[src/hsv_to_rgb_converter_unit_defines.svh]
// ----------------------------------------------------------------------------
// HSV to RGB converter assertion macros
// Concurrent assertion wrappers, empty when SYNTHESIS is defined.
// ----------------------------------------------------------------------------
`ifndef HSV_TO_RGB_CONVERTER_UNIT_DEFINES_SVH
`define HSV_TO_RGB_CONVERTER_UNIT_DEFINES_SVH
`ifndef SYNTHESIS
`define HSVRGB_ASSERT_SAME(label, clk, rst, ante, cons) \
  label: assert property (@(posedge clk) disable iff (rst) (ante) |-> (cons)) \
    else $error("hsvrgb: assertion failed");
`define HSVRGB_ASSERT_NEXT(label, clk, rst, ante, cons) \
  label: assert property (@(posedge clk) disable iff (rst) (ante) |=> (cons)) \
    else $error("hsvrgb: assertion failed");
`else
`define HSVRGB_ASSERT_SAME(label, clk, rst, ante, cons)
`define HSVRGB_ASSERT_NEXT(label, clk, rst, ante, cons)
`endif
`endif

[src/hsvrgb_pkg.sv]
// ----------------------------------------------------------------------------
// HSV to RGB converter package
// Widths, constants, stage indices and inter-module types.
// ----------------------------------------------------------------------------
package hsvrgb_pkg;

  localparam int HUE_W = 10;
  localparam int CH_W  = 8;
  localparam int SEC_W = 5;

  localparam logic [HUE_W-1:0] HUE_LIMIT  = 10'd360;
  localparam logic [HUE_W-1:0] SECTOR_DEG = 10'd60;
  localparam logic [9:0]       FRAC_ONE   = 10'd1000;
  localparam logic [CH_W-1:0]  FULL8      = 8'd255;
  localparam logic [17:0]      FULL_FRAC  = 18'd255000;

  // Reciprocal multipliers; all but FRAC_MUL (slightly over) are slight underestimates so one correction suffices.
  localparam logic [4:0]  SEC_RECIP = 5'd17;           // 1/60 at 2^-10
  localparam logic [8:0]  RECIP255  = 9'd257;          // 1/255 at 2^-16
  localparam logic [21:0] FRAC_MUL  = 22'd2184550;     // 50/3 at 2^-17
  localparam logic [10:0] RECIP1000 = 11'd1048;        // 1/1000 at 2^-20
  localparam logic [14:0] RECIP255K = 15'd16843;       // 1/255000 at 2^-32

  localparam logic [SEC_W-1:0] SEC_R_TO_Y = 5'd0;
  localparam logic [SEC_W-1:0] SEC_Y_TO_G = 5'd1;
  localparam logic [SEC_W-1:0] SEC_G_TO_C = 5'd2;
  localparam logic [SEC_W-1:0] SEC_C_TO_B = 5'd3;
  localparam logic [SEC_W-1:0] SEC_B_TO_M = 5'd4;
  localparam logic [SEC_W-1:0] SEC_M_TO_R = 5'd5;

  localparam int NSTAGE   = 9;
  localparam int ST_IN    = 0;
  localparam int ST_SEC   = 1;
  localparam int ST_FRAC  = 2;
  localparam int ST_PROD  = 3;
  localparam int ST_RECIP = 4;
  localparam int ST_QM    = 5;
  localparam int ST_TV    = 6;
  localparam int ST_TE    = 7;
  localparam int ST_OUT   = 8;

  typedef struct packed {
    logic [NSTAGE-1:0] en;
    logic [NSTAGE-1:0] vld;
  } pipe_ctl_t;

  typedef struct packed {
    logic             grey;
    logic [SEC_W-1:0] sector;
    logic [CH_W-1:0]  s;
    logic [CH_W-1:0]  v;
    logic [15:0]      vs;
    logic [9:0]       frac;
    logic [CH_W-1:0]  p;
  } sec_out_t;

  typedef struct packed {
    logic             grey;
    logic [SEC_W-1:0] sector;
    logic [CH_W-1:0]  v;
    logic [CH_W-1:0]  p;
    logic [CH_W-1:0]  q;
    logic [CH_W-1:0]  m;
  } scale_out_t;

endpackage

[src/hsvrgb_ctrl.sv]
// ----------------------------------------------------------------------------
// HSV to RGB pipeline control
// Per-stage valid bits and load enables with bubble collapsing.
// ----------------------------------------------------------------------------
`include "hsv_to_rgb_converter_unit_defines.svh"

module hsvrgb_ctrl import hsvrgb_pkg::*; (
  input  logic      clk,
  input  logic      rst,
  input  logic      pixel_valid,
  output logic      pixel_stall,
  output logic      color_valid,
  input  logic      color_stall,
  output pipe_ctl_t ctl
);

  logic [NSTAGE-1:0] vld;
  logic [NSTAGE-1:0] en;
  logic              acc_in;
  logic              acc_out;

  always_comb begin
    en[NSTAGE-1] = !vld[NSTAGE-1] || !color_stall;
    for (int k = NSTAGE - 2; k >= 0; k--) begin
      en[k] = !vld[k] || en[k+1];
    end
  end

  always_ff @(posedge clk) begin
    if (rst) begin
      vld <= '0;
    end else begin
      if (en[0]) begin
        vld[0] <= pixel_valid;
      end
      for (int k = 1; k < NSTAGE; k++) begin
        if (en[k]) begin
          vld[k] <= vld[k-1];
        end
      end
    end
  end

  assign pixel_stall = !en[0];
  assign color_valid = vld[NSTAGE-1];
  assign ctl.en      = en;
  assign ctl.vld     = vld;
  assign acc_in      = pixel_valid && !pixel_stall;
  assign acc_out     = color_valid && !color_stall;

  `HSVRGB_ASSERT_SAME(a_empty_out_ready, clk, rst, !color_valid, !pixel_stall)
  `HSVRGB_ASSERT_NEXT(a_item_count, clk, rst, 1'b1, $countones(vld) == $past($countones(vld)) + int'($past(acc_in)) - int'($past(acc_out)))

endmodule

[src/hsvrgb_sector.sv]
// ----------------------------------------------------------------------------
// HSV to RGB sector stages
// Hue wrap, sector and fraction in thousandths, and the p level.
// ----------------------------------------------------------------------------
module hsvrgb_sector import hsvrgb_pkg::*; (
  input  logic            clk,
  input  pipe_ctl_t       ctl,
  input  logic [HUE_W-1:0] hue,
  input  logic [CH_W-1:0] saturation,
  input  logic [CH_W-1:0] value,
  output sec_out_t        sec
);

  logic [HUE_W-1:0] hw;
  logic [14:0]      hx;
  logic [HUE_W-1:0] h1;
  logic [SEC_W-1:0] est1;
  logic [CH_W-1:0]  s1, v1;
  logic [15:0]      vs1;
  logic             grey1;

  logic [HUE_W-1:0] rem;
  logic [HUE_W-1:0] rdiff;
  logic             corr;
  logic [23:0]      pe_prod;
  logic [SEC_W-1:0] sector2;
  logic [5:0]       r2;
  logic [CH_W-1:0]  s2, v2, pe2;
  logic [15:0]      vs2;
  logic             grey2;

  logic [26:0]      fprod;
  logic [15:0]      prem;
  logic [CH_W-1:0]  pq;

  assign hw = (hue >= HUE_LIMIT) ? '0 : hue;
  assign hx = 15'(hw) * 15'(SEC_RECIP);

  always_ff @(posedge clk) begin
    if (ctl.en[ST_IN]) begin
      h1    <= hw;
      est1  <= hx[14:10];
      s1    <= saturation;
      v1    <= value;
      vs1   <= 16'(value) * 16'(saturation);
      grey1 <= (saturation == '0);
    end
  end

  assign rem     = h1 - (HUE_W'(est1) * SECTOR_DEG);
  assign rdiff   = rem - SECTOR_DEG;
  assign corr    = (rem >= SECTOR_DEG);
  assign pe_prod = 24'(vs1) * 24'(RECIP255);

  always_ff @(posedge clk) begin
    if (ctl.en[ST_SEC]) begin
      sector2 <= est1 + SEC_W'(corr);
      r2      <= corr ? rdiff[5:0] : rem[5:0];
      s2      <= s1;
      v2      <= v1;
      vs2     <= vs1;
      pe2     <= pe_prod[23:16];
      grey2   <= grey1;
    end
  end

  assign fprod = 27'(r2) * 27'(FRAC_MUL);
  assign prem  = vs2 - (16'(pe2) * 16'(FULL8));
  assign pq    = pe2 + CH_W'(prem >= 16'(FULL8));

  always_ff @(posedge clk) begin
    if (ctl.en[ST_FRAC]) begin
      sec.grey   <= grey2;
      sec.sector <= sector2;
      sec.s      <= s2;
      sec.v      <= v2;
      sec.vs     <= vs2;
      sec.frac   <= fprod[26:17];
      sec.p      <= v2 - pq;
    end
  end

endmodule

[src/hsvrgb_scale.sv]
// ----------------------------------------------------------------------------
// HSV to RGB scale stages
// Products and constant divisions that give the q level and the t multiplier.
// ----------------------------------------------------------------------------
module hsvrgb_scale import hsvrgb_pkg::*; (
  input  logic       clk,
  input  pipe_ctl_t  ctl,
  input  sec_out_t   sec,
  output scale_out_t scl
);

  logic [9:0]       om;
  logic [17:0]      a4;
  logic [25:0]      b4;
  logic             grey4, grey5;
  logic [SEC_W-1:0] sector4, sector5;
  logic [CH_W-1:0]  v4, p4, v5, p5;

  logic [28:0]      ap;
  logic [40:0]      bp;
  logic [17:0]      a5;
  logic [25:0]      b5;
  logic [8:0]       ae5, be5;

  logic [17:0]      arem;
  logic [25:0]      brem;
  logic [CH_W-1:0]  da, qb;

  assign om = FRAC_ONE - sec.frac;

  always_ff @(posedge clk) begin
    if (ctl.en[ST_PROD]) begin
      a4      <= 18'(sec.s) * 18'(om);
      b4      <= 26'(sec.vs) * 26'(sec.frac);
      grey4   <= sec.grey;
      sector4 <= sec.sector;
      v4      <= sec.v;
      p4      <= sec.p;
    end
  end

  assign ap = 29'(a4) * 29'(RECIP1000);
  assign bp = 41'(b4) * 41'(RECIP255K);

  always_ff @(posedge clk) begin
    if (ctl.en[ST_RECIP]) begin
      a5      <= a4;
      b5      <= b4;
      ae5     <= ap[28:20];
      be5     <= bp[40:32];
      grey5   <= grey4;
      sector5 <= sector4;
      v5      <= v4;
      p5      <= p4;
    end
  end

  assign arem = a5 - (18'(ae5) * 18'(FRAC_ONE));
  assign brem = b5 - (26'(be5) * 26'(FULL_FRAC));
  assign da   = CH_W'(ae5 + 9'(arem >= 18'(FRAC_ONE)));
  assign qb   = CH_W'(be5 + 9'(brem >= 26'(FULL_FRAC)));

  always_ff @(posedge clk) begin
    if (ctl.en[ST_QM]) begin
      scl.grey   <= grey5;
      scl.sector <= sector5;
      scl.v      <= v5;
      scl.p      <= p5;
      scl.q      <= v5 - qb;
      scl.m      <= FULL8 - da;
    end
  end

endmodule

[src/hsvrgb_mix.sv]
// ----------------------------------------------------------------------------
// HSV to RGB mix stages
// The t level and the sector selection into the output registers.
// ----------------------------------------------------------------------------
`include "hsv_to_rgb_converter_unit_defines.svh"

module hsvrgb_mix import hsvrgb_pkg::*; (
  input  logic            clk,
  input  logic            rst,
  input  pipe_ctl_t       ctl,
  input  scale_out_t      scl,
  output logic [CH_W-1:0] red,
  output logic [CH_W-1:0] green,
  output logic [CH_W-1:0] blue
);

  logic [15:0]      tv7, tv8;
  logic             grey7, grey8;
  logic [SEC_W-1:0] sector7, sector8;
  logic [CH_W-1:0]  v7, p7, q7, v8, p8, q8, te8;
  logic [23:0]      tp;
  logic [15:0]      trem;
  logic [CH_W-1:0]  t;
  logic [CH_W-1:0]  red_next, green_next, blue_next;

  always_ff @(posedge clk) begin
    if (ctl.en[ST_TV]) begin
      tv7     <= 16'(scl.v) * 16'(scl.m);
      grey7   <= scl.grey;
      sector7 <= scl.sector;
      v7      <= scl.v;
      p7      <= scl.p;
      q7      <= scl.q;
    end
  end

  assign tp = 24'(tv7) * 24'(RECIP255);

  always_ff @(posedge clk) begin
    if (ctl.en[ST_TE]) begin
      tv8     <= tv7;
      te8     <= tp[23:16];
      grey8   <= grey7;
      sector8 <= sector7;
      v8      <= v7;
      p8      <= p7;
      q8      <= q7;
    end
  end

  assign trem = tv8 - (16'(te8) * 16'(FULL8));
  assign t    = te8 + CH_W'(trem >= 16'(FULL8));

  always_comb begin
    if (grey8) begin
      red_next   = v8;
      green_next = v8;
      blue_next  = v8;
    end else begin
      case (sector8)
        SEC_R_TO_Y: begin
          red_next = v8; green_next = t;  blue_next = p8;
        end
        SEC_Y_TO_G: begin
          red_next = q8; green_next = v8; blue_next = p8;
        end
        SEC_G_TO_C: begin
          red_next = p8; green_next = v8; blue_next = t;
        end
        SEC_C_TO_B: begin
          red_next = p8; green_next = q8; blue_next = v8;
        end
        SEC_B_TO_M: begin
          red_next = t;  green_next = p8; blue_next = v8;
        end
        SEC_M_TO_R: begin
          red_next = v8; green_next = p8; blue_next = q8;
        end
        default: begin
          red_next = '0; green_next = '0; blue_next = '0;
        end
      endcase
    end
  end

  always_ff @(posedge clk) begin
    if (ctl.en[ST_OUT]) begin
      red   <= red_next;
      green <= green_next;
      blue  <= blue_next;
    end
  end

  `HSVRGB_ASSERT_NEXT(a_grey_equal, clk, rst, ctl.en[ST_OUT] && ctl.vld[ST_TE] && grey8, red == green && green == blue)
  `HSVRGB_ASSERT_NEXT(a_wide_sector_black, clk, rst, ctl.en[ST_OUT] && ctl.vld[ST_TE] && !grey8 && sector8 > SEC_M_TO_R, red == '0 && green == '0 && blue == '0)

endmodule

[src/hsv_to_rgb_converter_unit.sv]
// ----------------------------------------------------------------------------
// HSV to RGB converter unit
// Pipeline: nine register stages; a result waits in the output registers
// while the output is stalled, and is taken when the stall drops.
// Throughput: one transaction per clock cycle while the output is not
// stalled, set by the fully pipelined multiplier stages. Reset clears
// every stage valid bit, so no result is shown.
// ----------------------------------------------------------------------------
module hsv_to_rgb_converter_unit import hsvrgb_pkg::*; (
  input  logic             clk,
  input  logic             rst,
  input  logic             pixel_valid,
  output logic             pixel_stall,
  input  logic [HUE_W-1:0] hue,
  input  logic [CH_W-1:0]  saturation,
  input  logic [CH_W-1:0]  value,
  output logic             color_valid,
  input  logic             color_stall,
  output logic [CH_W-1:0]  red,
  output logic [CH_W-1:0]  green,
  output logic [CH_W-1:0]  blue
);

  pipe_ctl_t  ctl;
  sec_out_t   sec;
  scale_out_t scl;

  hsvrgb_ctrl u_ctrl (
    .clk         (clk),
    .rst         (rst),
    .pixel_valid (pixel_valid),
    .pixel_stall (pixel_stall),
    .color_valid (color_valid),
    .color_stall (color_stall),
    .ctl         (ctl)
  );

  hsvrgb_sector u_sector (
    .clk        (clk),
    .ctl        (ctl),
    .hue        (hue),
    .saturation (saturation),
    .value      (value),
    .sec        (sec)
  );

  hsvrgb_scale u_scale (
    .clk (clk),
    .ctl (ctl),
    .sec (sec),
    .scl (scl)
  );

  hsvrgb_mix u_mix (
    .clk   (clk),
    .rst   (rst),
    .ctl   (ctl),
    .scl   (scl),
    .red   (red),
    .green (green),
    .blue  (blue)
  );

endmodule

[config.mk]
export PLATFORM = sky130hd
export DESIGN_NAME = hsv_to_rgb_converter_unit
export DESIGN_NICKNAME = d
export VERILOG_FILES = /design/src/hsvrgb_pkg.sv /design/src/hsvrgb_ctrl.sv /design/src/hsvrgb_sector.sv /design/src/hsvrgb_scale.sv /design/src/hsvrgb_mix.sv /design/src/hsv_to_rgb_converter_unit.sv
export VERILOG_INCLUDE_DIRS = /design/src /design/src/src
export SDC_FILE = /design/constraint.sdc
export NUM_CORES = 2
export LEC_CHECK = 0
export ABC_AREA = 0
export BUFFER_PORTS_ARGS = -buffer_cell sky130_fd_sc_hd__buf_2
export CELL_PAD_IN_SITES_DETAIL_PLACEMENT = 0
export CELL_PAD_IN_SITES_GLOBAL_PLACEMENT = 2
export CORE_UTILIZATION = 43
export CTS_CLUSTER_DIAMETER = 120
export DETAILED_ROUTE_END_ITERATION = 16
export MAX_ROUTING_LAYER = met4
export PLACE_DENSITY = 0.77
export SLEW_MARGIN = 20
export SYNTH_ARGS = -nofsm -noshare
export SYNTH_HDL_FRONTEND = slang
export SYNTH_SLANG_ARGS = --single-unit
[constraint.sdc]
create_clock -name clk -period 17.66 [get_ports clk]
set_clock_uncertainty 0.2 [all_clocks]
set_input_delay 1.766 -clock clk [delete_from_list [all_inputs] [get_ports clk]]
set_output_delay 1.766 -clock clk [all_outputs]
set_load 0.02 [all_outputs]
-- Word-level counts from Yosys, hierarchy flattened
Index checks and enable logic that the tools add are counted.
- register bits after elaboration: 477
- bits of input ports: 30
- output and inout bits: 26
- word-level logic and storage cells: 142
- add/subtract/negate cells: 15
- multipliers: 15
- magnitude comparators: 6
- equal/unequal tests: 5
- multiplexer cells: 8
- reduce and logical (&&, ||, !) cells: 28
- operators by type and width (operator ; count):
    one-hot mux 8 bit (4 select lines) ; 3
    multiplier 16 x 9 -> 24 bit (second input constant) ; 2
    multiplier 26 x 15 -> 41 bit (second input constant) ; 1
    adder 8 x 1 -> 8 bit ; 4
    >= comparator 16 x 8 -> 1 bit (second input constant) ; 2
    multiplier 8 x 8 -> 16 bit ; 2
    multiplier 8 x 8 -> 16 bit (second input constant) ; 2
    subtractor 16 bit ; 2
    >= comparator 26 x 18 -> 1 bit (second input constant) ; 1
    multiplier 16 x 10 -> 26 bit ; 1
    multiplier 18 x 8 -> 26 bit (second input constant) ; 1
    multiplier 6 x 21 -> 26 bit (second input constant) ; 1
    subtractor 26 bit ; 1
    2-to-1 mux 8 bit ; 3
    multiplier 9 x 15 -> 23 bit (second input constant) ; 1
    >= comparator 18 x 10 -> 1 bit (second input constant) ; 1
    multiplier 8 x 10 -> 18 bit ; 1
    subtractor 18 bit ; 1
    subtractor 8 bit ; 2
    multiplier 10 x 5 -> 15 bit (second input constant) ; 1
    multiplier 9 x 7 -> 15 bit (second input constant) ; 1
    OR reduction 2 bit ; 6
    zero test 1 bit ; 11
    == test 5 x 2 -> 1 bit (second input constant) ; 2
    other kinds (15) ; 24

-- Longest topological paths before layout
- depth after elaboration: 11
- mapped depth: 36

-- Modules after synthesis
A second synthesis with hierarchy kept.
- cells, all modules: 4355
- area, all modules: 47589.4 µm²
- by module, submodules not included (module ; times used ; cells each ; area each (µm²)):
    hsvrgb_scale ; 1 ; 2472 ; 25640.8
    hsvrgb_sector ; 1 ; 1010 ; 12071.6
    hsvrgb_mix ; 1 ; 828 ; 9457.8
    hsvrgb_ctrl ; 1 ; 45 ; 419.2

-- Least setup slack after synthesis
No wires, ideal clock.
- path type: input to output
- start: input color_stall
- end: output pixel_stall
- data arrival time: 6.373 ns
- data required time: 15.694 ns
- setup slack: 9.321 ns
- stages on the path: 6
- cells stage by stage: and3_1 and3_1 nand3_1 nor2_1 nand3_1 inv_1
- RTL lines (element ; line ; RTL):
    start: declaration ; hsv_to_rgb_converter_unit.sv:18 ; input logic color_stall,
    end: declaration ; hsv_to_rgb_converter_unit.sv:13 ; output logic pixel_stall,

-- Final worst setup path
- start: register u_scale.be5[0]
- end: register u_scale.scl[14] (netlist name)
- cells in the longest elaborated chain, start to end: 5
- ends and longest elaborated chain (element ; line ; RTL):
    start: declaration ; hsvrgb_scale.sv:23 ; logic [8:0] ae5, be5;
    start signal: assignment ; hsvrgb_scale.sv:50 ; be5 <= bp[40:32];
    multiplier 9 x 15 -> 23 bit ; hsvrgb_scale.sv:59 ; assign brem = b5 - (26'(be5) * 26'(FULL_FRAC));
    subtractor 26 bit ; hsvrgb_scale.sv:59 ;
    >= comparator 26 x 18 -> 1 bit ; hsvrgb_scale.sv:61 ; assign qb = CH_W'(be5 + 9'(brem >= 26'(FULL_FRAC)));
    adder 8 x 1 -> 8 bit * ; hsvrgb_scale.sv:61 ;
    subtractor 8 bit * ; hsvrgb_scale.sv:69 ; scl.q <= v5 - qb;
Every way passes the cells marked *; elsewhere a longest branch is shown, timed or not.
A chain may end at the register's enable or synchronous reset.

==> results.txt <==
----------------------------------------------------
[Run status]
  Outcome ... finished clean

[Die]
  DIE WIDTH ... 332 µm
  Number of top-level design ports ... 56
  Initial core utilization ... 43.6%
  Overall die area ... 0.110 mm²
  Floorplan core area ... 0.108 mm²
  Die height ... 332 µm
  Number of rows in the core area ... 120

[Global route]
  Antenna violations before repair ... 1
  Met2 layer usage reported by global route ... 30.0%
  Met3 usage in global routing ... 2.68%
  Gr ovfl total ... 0
  Layer with the highest usage after global routing ... met2
  GRT Util Overall ... 18.9%
  Grt met1 use ... 25.8%
  Wire length of the first global-routing pass ... 161000 µm
  Maximum number of pins on one net before global-route repair ... 79
  Number of global-route vias before repair ... 29900

[Final layout]
  Synthesis-to-finish area growth ... 8.30%
  Most common cell after layout, fill and taps aside ... sky130_fd_sc_hd__inv_1
  # nets final ... 5620
  Number of filler cells placed in the layout ... 9884
  Most frequent cells in the layout ... sky130_fd_sc_hd__inv_1, sky130_fd_sc_hd__ha_1, sky130_fd_sc_hd__fa_1, sky130_fd_sc_hd__edfxtp_1, sky130_fd_sc_hd__nand2_1
  Cell Count, Final, Fillers Out ... 5786
  Layout cells sized above 1 ... 4.54%
  Sequential cell area in the final layout ... 0.0141 mm²
  Area taken by multi-input logic gates ... 0.0295 mm²

[Logic synthesis]
  Number of synthesized flops with an enable pin ... 462
  Warning count from the yosys run ... 0
  Post-Synthesis Cells ... 4271
  Count of distinct cell types in the synthesized netlist ... 78
  Netlist area before placement ... 0.0469 mm²
  Most frequently used flop master after synthesis ... sky130_fd_sc_hd__edfxtp_1
  FF+latch count, synth ... 471
  Sequential-to-total area share from yosys stat ... 30.0%
  Mean Syn Cell Area ... 11.0 µm²
  Async set-or-reset flop fraction in the synthesized netlist ... 0%

[STA]
  Final number of setup-violating endpoints ... 0
  Setup TNS ... 0 ps
  Tightest hold margin ... 206 ps
  Final Hold Violating Endpoints ... 0
  Time the worst path needs with I/O delays and setup ... 8620 ps
  Pins over their slew limit ... 0
  Achievable Freq ... 116 MHz
  Transition time at the pin with the least slew margin ... 1030 ps
  Max-Slew Margin vs Limit ... 31.3%
  RSZ-0062 raised after global routing ... no
  Share of the cycle needed by the critical path after routing ... 48.8%

[Route]
  DR vias ... 29100
  Avg WL per Cell ... 17.0 µm
  Iteration-0 DRC count of the detailed router ... 1384
  Initial DRT Pass Iterations ... 7
  Overall routed net length ... 98400 µm
  Routed vias/inst ... 5.03
  Remaining routing DRC violations ... 0
  Final ANT Viol Nets ... 0

[Min path]
  Path class of the lowest-slack min-delay path ... reg2reg

[CTS]
  Clock sink count ... 471
  CTS max path bufs ... 3
  Clk pin slew, worst setup/hold paths ... 60 ps
  Buffers inserted by post-CTS timing repair ... 0
  Latest clock arrival within the worst-skew pair ... 660 ps
  Clock tree root buffer cell ... sky130_fd_sc_hd__clkbuf_16
  CTS hold repair buffers ... 0
  Deepest level of the CTS H-tree ... 2
  # resized after CTS ... 0
  Number of buffers inserted during clock tree synthesis ... 57
  CTS tree ... built

[Critical path]
  Nature of the critical path startpoint ... flip-flop
  Endpoint arrival time on the critical path ... 8820 ps
  Worst Setup Path Type ... reg2reg
  Maximum single-stage delay on the critical path ... 640 ps
  Worst setup EP type ... flip-flop
  Highest net fanout along the worst path ... 6
  Most common cell type on the critical path ... sky130_fd_sc_hd__ha_1
  Crit path required time ... 17860 ps
  Worst path slowest cell ... sky130_fd_sc_hd__o41ai_2

[Placement]
  Number of cells after detailed placement ... 5679
  Half-perimeter wire length of the detailed placement result ... 79800 µm
  RePlAce Congestion ... 0.828
  Count of buffers from port buffering ... 55

[Job]
  Number of max-capacitance violations reported ... 0

----------------------------------------------------
==> through the flow <==
| stage | util, % | worst slack (ps) | cell area [µm²] |
|---|---|---|---|
| after floorplan | - | 9320 | 46900 |
| after global placement | 45.3 | 8990 | 48800 |
| after detailed placement | 45.3 | 9000 | 48800 |
| after CTS | 47.2 | 8980 | 50800 |
| after global routing | 47.2 | 8590 | 50800 |
| final | 47.2 | 9040 | 50800 |
==> Yosys cell counts (5+ instances only) <==
cell	n	area [µm²]
sky130_fd_sc_hd__clkbuf_1	61	229
sky130_fd_sc_hd__nand4_1	21	131
sky130_fd_sc_hd__a222oi_1	19	190
sky130_fd_sc_hd__mux2i_1	10	100
sky130_fd_sc_hd__nand3_1	38	190
sky130_fd_sc_hd__o21ai_0	127	636
sky130_fd_sc_hd__a2111oi_0	8	70.1
sky130_fd_sc_hd__a211o_1	6	52.6
sky130_fd_sc_hd__o41ai_1	9	78.8
sky130_fd_sc_hd__and3_1	36	225
sky130_fd_sc_hd__dfxtp_1	9	180
sky130_fd_sc_hd__a21boi_0	13	97.6
sky130_fd_sc_hd__o211a_1	6	60.1
sky130_fd_sc_hd__a21o_1	72	541
sky130_fd_sc_hd__o31ai_1	6	45.0
sky130_fd_sc_hd__xor2_1	62	543
sky130_fd_sc_hd__nor3_1	40	200
sky130_fd_sc_hd__o21a_1	24	180
sky130_fd_sc_hd__a21oi_1	152	761
sky130_fd_sc_hd__nand3b_1	5	37.5
sky130_fd_sc_hd__nor2_1	143	537
sky130_fd_sc_hd__nor2b_1	26	163
sky130_fd_sc_hd__a31oi_1	13	81.3
sky130_fd_sc_hd__o211ai_1	6	45.0
sky130_fd_sc_hd__a211oi_1	14	105
sky130_fd_sc_hd__o21bai_1	15	113
sky130_fd_sc_hd__nor4_1	11	68.8
sky130_fd_sc_hd__ha_1	747	9350
sky130_fd_sc_hd__edfxtp_1	462	13900
sky130_fd_sc_hd__a31o_2	6	52.6
sky130_fd_sc_hd__or3_1	11	68.8
sky130_fd_sc_hd__a22o_1	6	52.6
sky130_fd_sc_hd__nand2b_1	25	156
sky130_fd_sc_hd__nand2_1	295	1110
sky130_fd_sc_hd__and2_1	189	1180
sky130_fd_sc_hd__or2_2	11	68.8
sky130_fd_sc_hd__a41o_1	6	60.1
sky130_fd_sc_hd__inv_1	833	3130
sky130_fd_sc_hd__xnor2_1	144	1260
sky130_fd_sc_hd__fa_1	508	10200
==> critical path: cells and delay by family (launching register included) <==
family	cells	cell delay, ps
fa+ha+maj	9	3520
compound gates	8	2070
simple gates	7	1520
flops	1	560
xor+xnor	3	350
buf+inv	3	140
==> cells by family after synthesis <==
group / share of synthesized area, %
other: 0.00800
buffers and inverters: 7.18
adder cells (fa/ha/maj): 41.6
flip-flops: 30.0
XOR/XNOR: 3.85
AO/OA/AOI/OAI: 7.99
multiplexers: 0.237
AND/OR/NAND/NOR: 9.14
==> final timing paths <==
check / startpoint / endpoint / slack (ps) / depth (start not counted)
worst min register to register: u_sector.sec[40] / u_scale.v4[6] / 210 / 0
worst min-delay path: u_sector.sec[40] / u_scale.v4[6] / 210 / 0
worst max-delay path: u_scale.be5[0] / u_scale.scl[14] / 9040 / 30
worst max register to register: u_scale.be5[0] / u_scale.scl[14] / 9040 / 30
==> layer usage <==
| metal | vias to the layer above | wire length [µm] |
|---|---|---|
| met1 | 14200 | 47600 |
| met2 | 365 | 45500 |
| met3 | 95 | 3510 |
| met4 | 0 | 1750 |
| met5 | - | 0 |
| li1 | 14400 | - |
==> sequential cells by signal, indices dropped and copies added, names as in the netlist, 18 cells and up <==
signal and cells:
u_scale.b4 26, u_scale.a4 18, u_scale.scl 38, u_scale.b5 23, u_sector.sec 56
==> cell type report <==
cell class / count / share of cell area (%)
timing repair buffer: 66 / 0.705
clock buffer: 69 / 3.00
antenna: 2 / 0.00985
clock inverter: 36 / 0.862
multi-input combinational: 2906 / 58.1
inverter: 833 / 6.16
sequential: 471 / 27.7
tap: 1403 / 3.46
Power is left out: the tool's default activity adds up to more than one toggle a clock period on the data nets, which glitch-free logic cannot reach.
